[src/sv/piel_pkg.sv]
// Shared constants, codes and types for the positional insert/erase list.
// Used by the channel interfaces, the controller, the datapath and the top level.
`default_nettype none

package piel_pkg;

   localparam int DEPTH     = 64;
   localparam int WORD_BITS = 32;
   localparam int ADDR_BITS = $clog2(DEPTH);
   localparam int CNT_BITS  = $clog2(DEPTH + 1);
   localparam int OP_BITS   = 3;
   localparam int POS_BITS  = 7;
   localparam int ST_BITS   = 2;
   localparam int CMP_BITS  = (CNT_BITS > POS_BITS) ? CNT_BITS : POS_BITS;

   localparam logic [OP_BITS-1:0] OP_PUSH   = 3'd0;
   localparam logic [OP_BITS-1:0] OP_POP    = 3'd1;
   localparam logic [OP_BITS-1:0] OP_INSERT = 3'd2;
   localparam logic [OP_BITS-1:0] OP_ERASE  = 3'd3;
   localparam logic [OP_BITS-1:0] OP_READ   = 3'd4;
   localparam logic [OP_BITS-1:0] OP_WRITE  = 3'd5;
   localparam logic [OP_BITS-1:0] OP_RESIZE = 3'd6;

   localparam logic [ST_BITS-1:0] ST_OK    = 2'd0;
   localparam logic [ST_BITS-1:0] ST_RANGE = 2'd1;
   localparam logic [ST_BITS-1:0] ST_FULL  = 2'd2;
   localparam logic [ST_BITS-1:0] ST_EMPTY = 2'd3;

   typedef logic signed [WORD_BITS-1:0] word_type;
   typedef logic [ADDR_BITS-1:0]        addr_type;
   typedef logic [CNT_BITS-1:0]         cnt_type;
   typedef logic [CMP_BITS-1:0]         cmp_type;
   typedef logic [OP_BITS-1:0]          op_type;
   typedef logic [POS_BITS-1:0]         pos_type;
   typedef logic [ST_BITS-1:0]          st_type;

   // Commands from the controller to the datapath.
   typedef struct packed {
      logic capture;     // latch the request beat
      logic idx_init;    // load the walk index for the current op
      logic idx_step;    // advance the walk index
      logic rd_issue;    // read the RAM
      logic rd_capture;  // keep the RAM data as the read result
      logic wr_shift;    // write the RAM data one slot over
      logic wr_value;    // write the request value
      logic rsp_load;    // commit the count and load the result register
   } cmd_type;

   // Status from the datapath to the controller.
   typedef struct packed {
      op_type op;
      st_type err;        // ST_OK when the request is legal
      logic   scan_more;  // another entry remains to be moved
      logic   fill_more;  // another slot remains to be filled
      logic   out_free;   // the result register can take a new beat
   } stat_type;

endpackage

`default_nettype wire

[src/sv/piel_ifs.sv]
// Request and response channel interfaces for the positional insert/erase list.
// Depends on piel_pkg for field widths.
`default_nettype none

interface piel_req_if;
   logic                                valid;
   logic                                ready;
   logic [piel_pkg::OP_BITS-1:0]        op;
   logic [piel_pkg::POS_BITS-1:0]       position;
   logic signed [piel_pkg::WORD_BITS-1:0] value;
   logic [piel_pkg::POS_BITS-1:0]       new_count;

   modport source (output valid, op, position, value, new_count, input ready);
   modport sink   (input valid, op, position, value, new_count, output ready);
endinterface

interface piel_rsp_if;
   logic                                  valid;
   logic                                  ready;
   logic signed [piel_pkg::WORD_BITS-1:0] read_value;
   logic [piel_pkg::CNT_BITS-1:0]         count;
   logic [piel_pkg::ST_BITS-1:0]          status;

   modport source (output valid, read_value, count, status, input ready);
   modport sink   (input valid, read_value, count, status, output ready);
endinterface

`default_nettype wire

[src/sv/piel_ram.sv]
// Generic single-write, single-read RAM with a registered read port.
// No dependencies.
`default_nettype none

module piel_ram #(
   parameter int WIDTH = 32,
   parameter int DEPTH = 64
) (
   input  wire logic                     clock,
   input  wire logic                     wr_en,
   input  wire logic [$clog2(DEPTH)-1:0] wr_addr,
   input  wire logic [WIDTH-1:0]         wr_data,
   input  wire logic                     rd_en,
   input  wire logic [$clog2(DEPTH)-1:0] rd_addr,
   output      logic [WIDTH-1:0]         rd_data
);

   logic [WIDTH-1:0] mem_ff [DEPTH];

   always_ff @(posedge clock) begin
      if (wr_en) begin
         mem_ff[wr_addr] <= wr_data;
      end
      if (rd_en) begin
         rd_data <= mem_ff[rd_addr];
      end
   end

endmodule

`default_nettype wire

[src/sv/piel_ctrl.sv]
// Controller state machine for the positional insert/erase list.
// Depends on piel_pkg for the command and status structs and the op codes.
`default_nettype none

module piel_ctrl (
   input  wire logic               clock,
   input  wire logic               reset,
   input  wire logic               req_valid,
   output      logic               req_ready,
   input  wire piel_pkg::stat_type stat,
   output      piel_pkg::cmd_type  cmd
);

   typedef enum logic [6:0] {
      S_IDLE      = 7'b0000001,
      S_DECODE    = 7'b0000010,
      S_SHIFT_RD  = 7'b0000100,
      S_SHIFT_WR  = 7'b0001000,
      S_FILL      = 7'b0010000,
      S_READ_WAIT = 7'b0100000,
      S_FINISH    = 7'b1000000
   } state_type;

   state_type state_ff, state_in;

   assign req_ready = (state_ff == S_IDLE);

   always_comb begin
      state_in = state_ff;
      cmd      = '0;
      unique case (state_ff)
         S_IDLE: begin
            if (req_valid) begin
               cmd.capture = 1'b1;
               state_in    = S_DECODE;
            end
         end
         S_DECODE: begin
            if (stat.err != piel_pkg::ST_OK) begin
               state_in = S_FINISH;
            end else begin
               case (stat.op) inside
                  piel_pkg::OP_PUSH, piel_pkg::OP_WRITE: begin
                     cmd.wr_value = 1'b1;
                     state_in     = S_FINISH;
                  end
                  piel_pkg::OP_INSERT, piel_pkg::OP_ERASE: begin
                     cmd.idx_init = 1'b1;
                     state_in     = S_SHIFT_RD;
                  end
                  piel_pkg::OP_READ: begin
                     cmd.rd_issue = 1'b1;
                     state_in     = S_READ_WAIT;
                  end
                  piel_pkg::OP_RESIZE: begin
                     cmd.idx_init = 1'b1;
                     state_in     = S_FILL;
                  end
                  default: begin
                     state_in = S_FINISH;
                  end
               endcase
            end
         end
         S_SHIFT_RD: begin
            if (stat.scan_more) begin
               cmd.rd_issue = 1'b1;
               state_in     = S_SHIFT_WR;
            end else begin
               // Once the tail has moved up, the new word drops into the gap.
               cmd.wr_value = (stat.op == piel_pkg::OP_INSERT);
               state_in     = S_FINISH;
            end
         end
         S_SHIFT_WR: begin
            cmd.wr_shift = 1'b1;
            cmd.idx_step = 1'b1;
            state_in     = S_SHIFT_RD;
         end
         S_FILL: begin
            if (stat.fill_more) begin
               cmd.wr_value = 1'b1;
               cmd.idx_step = 1'b1;
            end else begin
               state_in = S_FINISH;
            end
         end
         S_READ_WAIT: begin
            cmd.rd_capture = 1'b1;
            state_in       = S_FINISH;
         end
         S_FINISH: begin
            if (stat.out_free) begin
               cmd.rsp_load = 1'b1;
               state_in     = S_IDLE;
            end
         end
         default: begin
            state_in = S_IDLE;
         end
      endcase
   end

   always_ff @(posedge clock) begin
      if (reset) begin
         state_ff <= S_IDLE;
      end else begin
         state_ff <= state_in;
      end
   end

endmodule

`default_nettype wire

[src/sv/piel_dp.sv]
// Datapath for the positional insert/erase list: request latch, entry count,
// walk index, entry RAM and result register. Depends on piel_pkg and piel_ram.
`default_nettype none

module piel_dp (
   input  wire logic               clock,
   input  wire logic               reset,
   input  wire piel_pkg::cmd_type  cmd,
   output      piel_pkg::stat_type stat,
   input  wire piel_pkg::op_type   req_op,
   input  wire piel_pkg::pos_type  req_position,
   input  wire piel_pkg::word_type req_value,
   input  wire piel_pkg::pos_type  req_new_count,
   output      logic               rsp_valid,
   input  wire logic               rsp_ready,
   output      piel_pkg::word_type rsp_read_value,
   output      piel_pkg::cnt_type  rsp_count,
   output      piel_pkg::st_type   rsp_status
);

   piel_pkg::op_type   op_ff;
   piel_pkg::pos_type  pos_ff;
   piel_pkg::word_type value_ff;
   piel_pkg::pos_type  target_ff;
   piel_pkg::cnt_type  count_ff, count_in;
   piel_pkg::cnt_type  idx_ff, idx_in;
   piel_pkg::word_type rd_ff;
   logic               rsp_valid_ff;
   piel_pkg::word_type rsp_value_ff;
   piel_pkg::cnt_type  rsp_count_ff;
   piel_pkg::st_type   rsp_status_ff;

   piel_pkg::cmp_type  pos_w, cnt_w, idx_w, tgt_w, depth_w;
   piel_pkg::st_type   err;
   logic               is_insert;

   logic               ram_wr_en;
   piel_pkg::addr_type ram_wr_addr;
   piel_pkg::word_type ram_wr_data;
   piel_pkg::addr_type ram_rd_addr;
   logic [piel_pkg::WORD_BITS-1:0] ram_rd_data;

   assign pos_w     = piel_pkg::cmp_type'(pos_ff);
   assign cnt_w     = piel_pkg::cmp_type'(count_ff);
   assign idx_w     = piel_pkg::cmp_type'(idx_ff);
   assign tgt_w     = piel_pkg::cmp_type'(target_ff);
   assign depth_w   = piel_pkg::cmp_type'(piel_pkg::DEPTH);
   assign is_insert = (op_ff == piel_pkg::OP_INSERT);

   // Legality check; a failing request leaves the list untouched.
   always_comb begin
      err = piel_pkg::ST_OK;
      case (op_ff) inside
         piel_pkg::OP_PUSH: begin
            if (cnt_w >= depth_w) err = piel_pkg::ST_FULL;
         end
         piel_pkg::OP_POP: begin
            if (cnt_w == '0) err = piel_pkg::ST_EMPTY;
         end
         piel_pkg::OP_INSERT: begin
            if (pos_w > cnt_w) begin
               err = piel_pkg::ST_RANGE;
            end else if (cnt_w >= depth_w) begin
               err = piel_pkg::ST_FULL;
            end
         end
         piel_pkg::OP_ERASE, piel_pkg::OP_READ, piel_pkg::OP_WRITE: begin
            if (pos_w >= cnt_w) err = piel_pkg::ST_RANGE;
         end
         piel_pkg::OP_RESIZE: begin
            if (tgt_w > depth_w) err = piel_pkg::ST_FULL;
         end
         default: begin
            err = piel_pkg::ST_OK;
         end
      endcase
   end

   assign stat.op        = op_ff;
   assign stat.err       = err;
   // Insert walks down from the count to the position, erase walks up to the count.
   assign stat.scan_more = is_insert ? (idx_w > pos_w) : (idx_w < cnt_w);
   assign stat.fill_more = (idx_w < tgt_w);
   assign stat.out_free  = !rsp_valid_ff || rsp_ready;

   always_comb begin
      idx_in = idx_ff;
      if (cmd.idx_init) begin
         if (op_ff == piel_pkg::OP_ERASE) begin
            idx_in = piel_pkg::cnt_type'(pos_w + 1'b1);
         end else begin
            idx_in = count_ff;
         end
      end else if (cmd.idx_step) begin
         idx_in = is_insert ? idx_ff - 1'b1 : idx_ff + 1'b1;
      end
   end

   always_comb begin
      count_in = count_ff;
      if (err == piel_pkg::ST_OK) begin
         case (op_ff) inside
            piel_pkg::OP_PUSH, piel_pkg::OP_INSERT: count_in = count_ff + 1'b1;
            piel_pkg::OP_POP, piel_pkg::OP_ERASE:   count_in = count_ff - 1'b1;
            piel_pkg::OP_RESIZE: count_in = piel_pkg::cnt_type'(tgt_w);
            default:             count_in = count_ff;
         endcase
      end
   end

   // RAM read address: the read position, or the entry that moves next.
   always_comb begin
      if (op_ff == piel_pkg::OP_READ) begin
         ram_rd_addr = pos_ff[piel_pkg::ADDR_BITS-1:0];
      end else if (is_insert) begin
         ram_rd_addr = piel_pkg::addr_type'(idx_ff - 1'b1);
      end else begin
         ram_rd_addr = idx_ff[piel_pkg::ADDR_BITS-1:0];
      end
   end

   always_comb begin
      ram_wr_en   = cmd.wr_shift || cmd.wr_value;
      ram_wr_data = value_ff;
      ram_wr_addr = idx_ff[piel_pkg::ADDR_BITS-1:0];
      if (cmd.wr_shift) begin
         ram_wr_data = piel_pkg::word_type'(ram_rd_data);
         ram_wr_addr = is_insert ? idx_ff[piel_pkg::ADDR_BITS-1:0]
                                 : piel_pkg::addr_type'(idx_ff - 1'b1);
      end else begin
         case (op_ff) inside
            piel_pkg::OP_PUSH:
               ram_wr_addr = count_ff[piel_pkg::ADDR_BITS-1:0];
            piel_pkg::OP_INSERT, piel_pkg::OP_WRITE:
               ram_wr_addr = pos_ff[piel_pkg::ADDR_BITS-1:0];
            default:
               ram_wr_addr = idx_ff[piel_pkg::ADDR_BITS-1:0];
         endcase
      end
   end

   piel_ram #(
      .WIDTH (piel_pkg::WORD_BITS),
      .DEPTH (piel_pkg::DEPTH)
   ) u_ram (
      .clock   (clock),
      .wr_en   (ram_wr_en),
      .wr_addr (ram_wr_addr),
      .wr_data (ram_wr_data),
      .rd_en   (cmd.rd_issue),
      .rd_addr (ram_rd_addr),
      .rd_data (ram_rd_data)
   );

   always_ff @(posedge clock) begin
      if (cmd.capture) begin
         op_ff     <= req_op;
         pos_ff    <= req_position;
         value_ff  <= req_value;
         target_ff <= req_new_count;
      end
      idx_ff <= idx_in;
      if (cmd.capture) begin
         rd_ff <= '0;
      end else if (cmd.rd_capture) begin
         rd_ff <= piel_pkg::word_type'(ram_rd_data);
      end
      if (cmd.rsp_load) begin
         rsp_value_ff  <= rd_ff;
         rsp_count_ff  <= count_in;
         rsp_status_ff <= err;
      end
   end

   always_ff @(posedge clock) begin
      if (reset) begin
         count_ff     <= '0;
         rsp_valid_ff <= 1'b0;
      end else begin
         if (cmd.rsp_load) begin
            count_ff <= count_in;
         end
         if (cmd.rsp_load) begin
            rsp_valid_ff <= 1'b1;
         end else if (rsp_ready) begin
            rsp_valid_ff <= 1'b0;
         end
      end
   end

   assign rsp_valid      = rsp_valid_ff;
   assign rsp_read_value = rsp_value_ff;
   assign rsp_count      = rsp_count_ff;
   assign rsp_status     = rsp_status_ff;

endmodule

`default_nettype wire

[src/sv/positional_insert_erase_list_top.sv]
// Top level of the positional insert/erase list: controller plus datapath.
// Depends on piel_pkg, piel_ifs, piel_ctrl, piel_dp and piel_ram.
//
//   Channel   Direction  Beat contents
//   req_bus   in         op, position, value, new_count
//   rsp_bus   out        read_value, count, status
//
// Entries live in a single-port-per-direction RAM, one access of each kind per
// cycle. Push, pop, write, the unused op and failed requests pass through decode
// and finish; read adds a wait for the RAM data; insert and erase add a read and
// a write state per entry moved; a resize that passes its check fills slot by slot.
// Reset clears the count and the control state; entry contents are not cleared.
// A finished beat waits in the result register while the next request runs;
// a second result stalls in the controller until the first is taken.
`default_nettype none

module positional_insert_erase_list_top (
   input  wire logic   clock,
   input  wire logic   reset,
   piel_req_if.sink    req_bus,
   piel_rsp_if.source  rsp_bus
);

   piel_pkg::cmd_type  cmd;
   piel_pkg::stat_type stat;

   piel_ctrl u_ctrl (
      .clock     (clock),
      .reset     (reset),
      .req_valid (req_bus.valid),
      .req_ready (req_bus.ready),
      .stat      (stat),
      .cmd       (cmd)
   );

   piel_dp u_dp (
      .clock          (clock),
      .reset          (reset),
      .cmd            (cmd),
      .stat           (stat),
      .req_op         (req_bus.op),
      .req_position   (req_bus.position),
      .req_value      (req_bus.value),
      .req_new_count  (req_bus.new_count),
      .rsp_valid      (rsp_bus.valid),
      .rsp_ready      (rsp_bus.ready),
      .rsp_read_value (rsp_bus.read_value),
      .rsp_count      (rsp_bus.count),
      .rsp_status     (rsp_bus.status)
   );

`ifndef SYNTHESIS
   // An accepted request keeps the controller busy for at least the next cycle.
   a_busy_after_accept: assert property (@(posedge clock) disable iff (reset)
      (req_bus.valid && req_bus.ready) |=> !req_bus.ready)
      else $error("request accepted while the previous one was still decoding");

   // A result is never loaded over one that has not been taken.
   a_no_overwrite: assert property (@(posedge clock) disable iff (reset)
      cmd.rsp_load |-> stat.out_free)
      else $error("result register overwritten");

   // The RAM write port is driven by at most one source at a time.
   a_one_writer: assert property (@(posedge clock) disable iff (reset)
      $onehot0({cmd.wr_shift, cmd.wr_value}))
      else $error("shift and value writes collide");

   // A failed request reports zero and leaves the count in range.
   a_error_beat: assert property (@(posedge clock) disable iff (reset)
      (rsp_bus.valid && rsp_bus.status != piel_pkg::ST_OK) |->
         (rsp_bus.read_value == '0 &&
          rsp_bus.count <= piel_pkg::cnt_type'(piel_pkg::DEPTH)))
      else $error("error beat carries data or a bad count");
`endif

endmodule

`default_nettype wire

[src/flat_wrapper.sv]
// flat-port wrapper written by rule: the top's interface ports become plain ports
module positional_insert_erase_list_top_flat 
  (clock, reset, req_bus_valid, req_bus_op, req_bus_position, req_bus_value, req_bus_new_count, req_bus_ready, rsp_bus_valid, rsp_bus_read_value, rsp_bus_count, rsp_bus_status, rsp_bus_ready);
  piel_req_if req_bus_i ();
  piel_rsp_if rsp_bus_i ();
  input  wire logic clock;
  input  wire logic reset;
  input wire logic [$bits(req_bus_i.valid)-1:0] req_bus_valid;
  input wire logic [$bits(req_bus_i.op)-1:0] req_bus_op;
  input wire logic [$bits(req_bus_i.position)-1:0] req_bus_position;
  input wire logic [$bits(req_bus_i.value)-1:0] req_bus_value;
  input wire logic [$bits(req_bus_i.new_count)-1:0] req_bus_new_count;
  output wire logic [$bits(req_bus_i.ready)-1:0] req_bus_ready;
  output wire logic [$bits(rsp_bus_i.valid)-1:0] rsp_bus_valid;
  output wire logic [$bits(rsp_bus_i.read_value)-1:0] rsp_bus_read_value;
  output wire logic [$bits(rsp_bus_i.count)-1:0] rsp_bus_count;
  output wire logic [$bits(rsp_bus_i.status)-1:0] rsp_bus_status;
  input wire logic [$bits(rsp_bus_i.ready)-1:0] rsp_bus_ready;
  assign req_bus_i.valid = req_bus_valid;
  assign req_bus_i.op = req_bus_op;
  assign req_bus_i.position = req_bus_position;
  assign req_bus_i.value = req_bus_value;
  assign req_bus_i.new_count = req_bus_new_count;
  assign req_bus_ready = req_bus_i.ready;
  assign rsp_bus_valid = rsp_bus_i.valid;
  assign rsp_bus_read_value = rsp_bus_i.read_value;
  assign rsp_bus_count = rsp_bus_i.count;
  assign rsp_bus_status = rsp_bus_i.status;
  assign rsp_bus_i.ready = rsp_bus_ready;
  positional_insert_erase_list_top u_core (.clock(clock), .reset(reset), .req_bus(req_bus_i), .rsp_bus(rsp_bus_i));
endmodule
[config.mk]
export PLATFORM = sky130hd
export DESIGN_NAME = positional_insert_erase_list_top_flat
export DESIGN_NICKNAME = d
export VERILOG_FILES = /design/src/sv/piel_pkg.sv /design/src/sv/piel_ifs.sv /design/src/sv/piel_ram.sv /design/src/sv/piel_ctrl.sv /design/src/sv/piel_dp.sv /design/src/sv/positional_insert_erase_list_top.sv /design/src/flat_wrapper.sv
export SDC_FILE = /design/constraint.sdc
export NUM_CORES = 2
export LEC_CHECK = 0
export ABC_CLOCK_PERIOD_IN_PS = 9000
export BUFFER_PORTS_ARGS = -buffer_cell sky130_fd_sc_hd__buf_2
export CAP_MARGIN = 20
export CORE_MARGIN = 8
export CORE_UTILIZATION = 55
export CTS_BUF_LIST = sky130_fd_sc_hd__clkbuf_4
export DETAILED_ROUTE_END_ITERATION = 10
export MAX_ROUTING_LAYER = met4
export PLACE_DENSITY = 0.71
export REMOVE_ABC_BUFFERS = 1
export SYNTH_ARGS = -nofsm -noshare
export SYNTH_HDL_FRONTEND = slang
export SYNTH_SLANG_ARGS = --single-unit
[constraint.sdc]
create_clock -name clock -period 9 [get_ports clock]
set_clock_uncertainty 0.05 [all_clocks]
set_input_delay 0.45 -clock clock [delete_from_list [all_inputs] [get_ports clock]]
set_output_delay 0.45 -clock clock [all_outputs]
set_load 0.05 [all_outputs]
==> results.ini <==
[outcome]
run_status = finished clean

[synthesis]
synth.top_cell.area_share_pct = 74.6
synth_most_common_cell = edfxtp_1
syn_area_sq_mm = 0.0876
async_reset_ff_share_pct = 0
postSynthRegisterBits = 2224
ys_seq_area_share_pct = 75.7
syn_area_per_cell_sq_um = 18.7
synth.largest_area_cell = edfxtp_1
synth.distinct_cells = 83
synth_ff_type = edfxtp_1
synth_area_leaders = edfxtp_1 75%, mux2i_1 5.9%, mux4_2 5.0%
synth-edff-count = 2177
yosys_warnings = 0
syn-instance-count = 4689
synth_common_cells = 2,177 x edfxtp_1, 517 x mux2i_1, 251 x a221oi_1

[clock_tree]
cts.clk_slew.worst_paths_ns = 0.07
cts_buffer_depth = 4
root_buffer = clkbuf_4
post_cts_buffers = 0
ctsHtreeMaxLevel = 6
clock_latency_ns = 1.33
hold_buffers = 105
cts_made_buffers = 568
cts_tree = yes
postCtsResizedCells = 0
cts_sinks = 2224

[global_routing]
grt_max_degree = 125
grt_pass1_wl_mm = 340
grt_pass1_vias = 49800
antenna_found_initial = 13
gr-usage-all-layers_pct = 27.9
overflow = 0

[route]
drtIter0Drc = 7102
ant_nets = 0
drt_wl_total_mm = 240
avgViaCountPerCell = 6.46
dr.pass1.iters = 6
drc_errors = 0
vias = 50200
wl_per_cell_um = 30.9

[floorplan]
start_util_pct = 55.3
die-area_sq_mm = 0.172
die_w_um = 415
ios = 96
fp.coreArea_sq_mm = 0.158
row_count = 146
fp.dieH_um = 415

[sta]
max_freq_ghz = 0.179
relSlewSlack_pct = 22.2
period_needed_ns = 5.58
finalHoldViolCount = 0
tns_ns = 0
worstMarginPinSlew_ns = 1.17
drv_slew = 0
fin_crit_sh_pct = 62.0
setup_viol = 0
rsz0062_at_grt = false

[power]
p_seq_share_pct = 45.7
swShare_pct = 30.8
switching_power_uw = 8240
p_comb_share_pct = 23.8
total_power_uw = 26700
p_leak_uw = 0.0335
irDropWorstVdd_mv = 0.237
power.internal_uw = 18500
clkPwrFrac_pct = 30.5
p_per_area_mw_per_mm2 = 271

[finish]
area_delta_synth_final_pct = 12.7
drive_gt1_share_pct = 26.2
nets = 5428

[setup_path]
cp.required_ns = 9.98
r2r_slack_ns = 3.42
criticalPathCategory = register to register
arrival_ns = 6.55
startpoint_type = register
end_kind = register
cp_max_fo = 51

[job]
max_cap_violations = 0

[hold_path]
hold_class = primary input to register

[place]
io_buffers = 95
place_hpwl_mm = 130
gp_congestion = 0.926

worst max-delay path, cell delays in order, from the launching register on:
cell,delay (ns)
edfxtp_1,1.00
nor2b_1,0.44
a31oi_1,0.50
o211a_4,0.40
buf_4,0.75
buf_4,0.89
a221oi_1,0.18
a21oi_1,0.20
and3_1,0.70
nor4_2,0.11
layout make-up:
type | count | area [sq um]
fillers | 11100 | 59600
clock inverters | 121 | 703
well taps | 2072 | 2590
flip-flops and latches | 2224 | 66300
clock buffers | 793 | 5950
inverters | 31 | 116
repair buffers | 363 | 2910
multi-input cells | 2153 | 20100
diodes | 14 | 35.0
per-layer routing:
| layer | part of all wire (%) | wire, um | global-route usage, % |
|---|---|---|---|
| met3 | 12 | 28200 | 7.39 |
| met5 | 0 | 0 | - |
| met4 | 3.7 | 8910 | 10.9 |
| met1 | 38 | 91300 | 36.4 |
| met2 | 47 | 112000 | 42.2 |
power groups by stage:
stage	Sequential (uW)	Clock, uW	Combinational [uW]
CTS	12200	8310	6250
finish	12200	8170	6360
detailed placement	12400	0	6200
global placement	12400	0	6080
floorplan	12400	0	5400
global route	12200	8840	6630
stage by stage:
step	worst slack (ns)	hold WS, ns	util (%)	cells	instance area (sq um)
3_3_place_gp	3.70	0.362	57.5	6737	91000
6_report	3.42	0.283	62.4	7771	98800
5_1_grt	3.41	0.231	62.3	7769	98700
3_5_place_dp	3.67	0.366	57.5	6738	91000
4_1_cts	3.70	0.117	62.3	7757	98700
2_1_floorplan	-16.48	0.358	-	4408	86100
cell families (layout without fill, tap and decap cells):
| kind of cell | count (synthesis) | in the layout | share of synthesized area, % |
|---|---|---|---|
| other | 0 | 14 | 0 |
| XOR/XNOR | 19 | 19 | 0.190 |
| adder cells (fa/ha/maj) | 34 | 34 | 0.485 |
| AND/OR/NAND/NOR | 524 | 524 | 3.22 |
| AO/OA/AOI/OAI | 708 | 708 | 5.69 |
| buffers and inverters | 312 | 1308 | 1.83 |
| flip-flops | 2224 | 2224 | 75.7 |
| multiplexers | 868 | 868 | 12.9 |
final timing paths:
path	end	cells after the start	startpoint
max	u_core.u_dp.u_ram.rd_data[3]$_DFFE_PP_	9	u_core.u_dp.op_ff[0]$_DFFE_PP_
max reg2reg	u_core.u_dp.u_ram.rd_data[3]$_DFFE_PP_	9	u_core.u_dp.op_ff[0]$_DFFE_PP_
min reg2reg	u_core.u_dp.rsp_read_value[26]$_DFFE_PP_	0	u_core.u_dp.rd_ff[26]$_SDFFE_PP0N_
min	u_core.u_dp.rd_ff[0]$_SDFFE_PP0N_	5	req_bus_valid
state kept, by name, indices dropped and copies added, names as in the netlist, 32 cells and up:
signal / count
u_core.u_dp.u_ram.mem_ff: 2048
u_core.u_dp.rd_ff: 32
u_core.u_dp.rsp_read_value: 32
u_core.u_dp.u_ram.rd_data: 32
u_core.u_dp.value_ff: 32
placed cells by master (no fill, tap or decap), drive strengths merged, types with 5 or more instances in the layout:
cell type / instances
a21o: 11
a21oi: 109
a221oi: 252
a22oi: 37
a31oi: 13
and3: 56
and3b: 29
buf: 258
bufinv: 9
clkbuf: 793
clkinv: 96
dfxtp: 47
diode: 14
dlygate4sd3: 105
edfxtp: 2177
ha: 34
inv: 46
mux2: 157
mux2i: 518
mux4: 193
nand2: 188
nand2b: 13
nand3: 40
nand4: 7
nor2: 31
nor2b: 14
nor3: 84
nor3b: 5
nor4: 28
nor4b: 8
o211ai: 10
o21a: 7
o21ai: 126
o22a: 7
o22ai: 99
or2: 5
xnor2: 11
xor2: 8
Power figures use the tool's default switching activity.
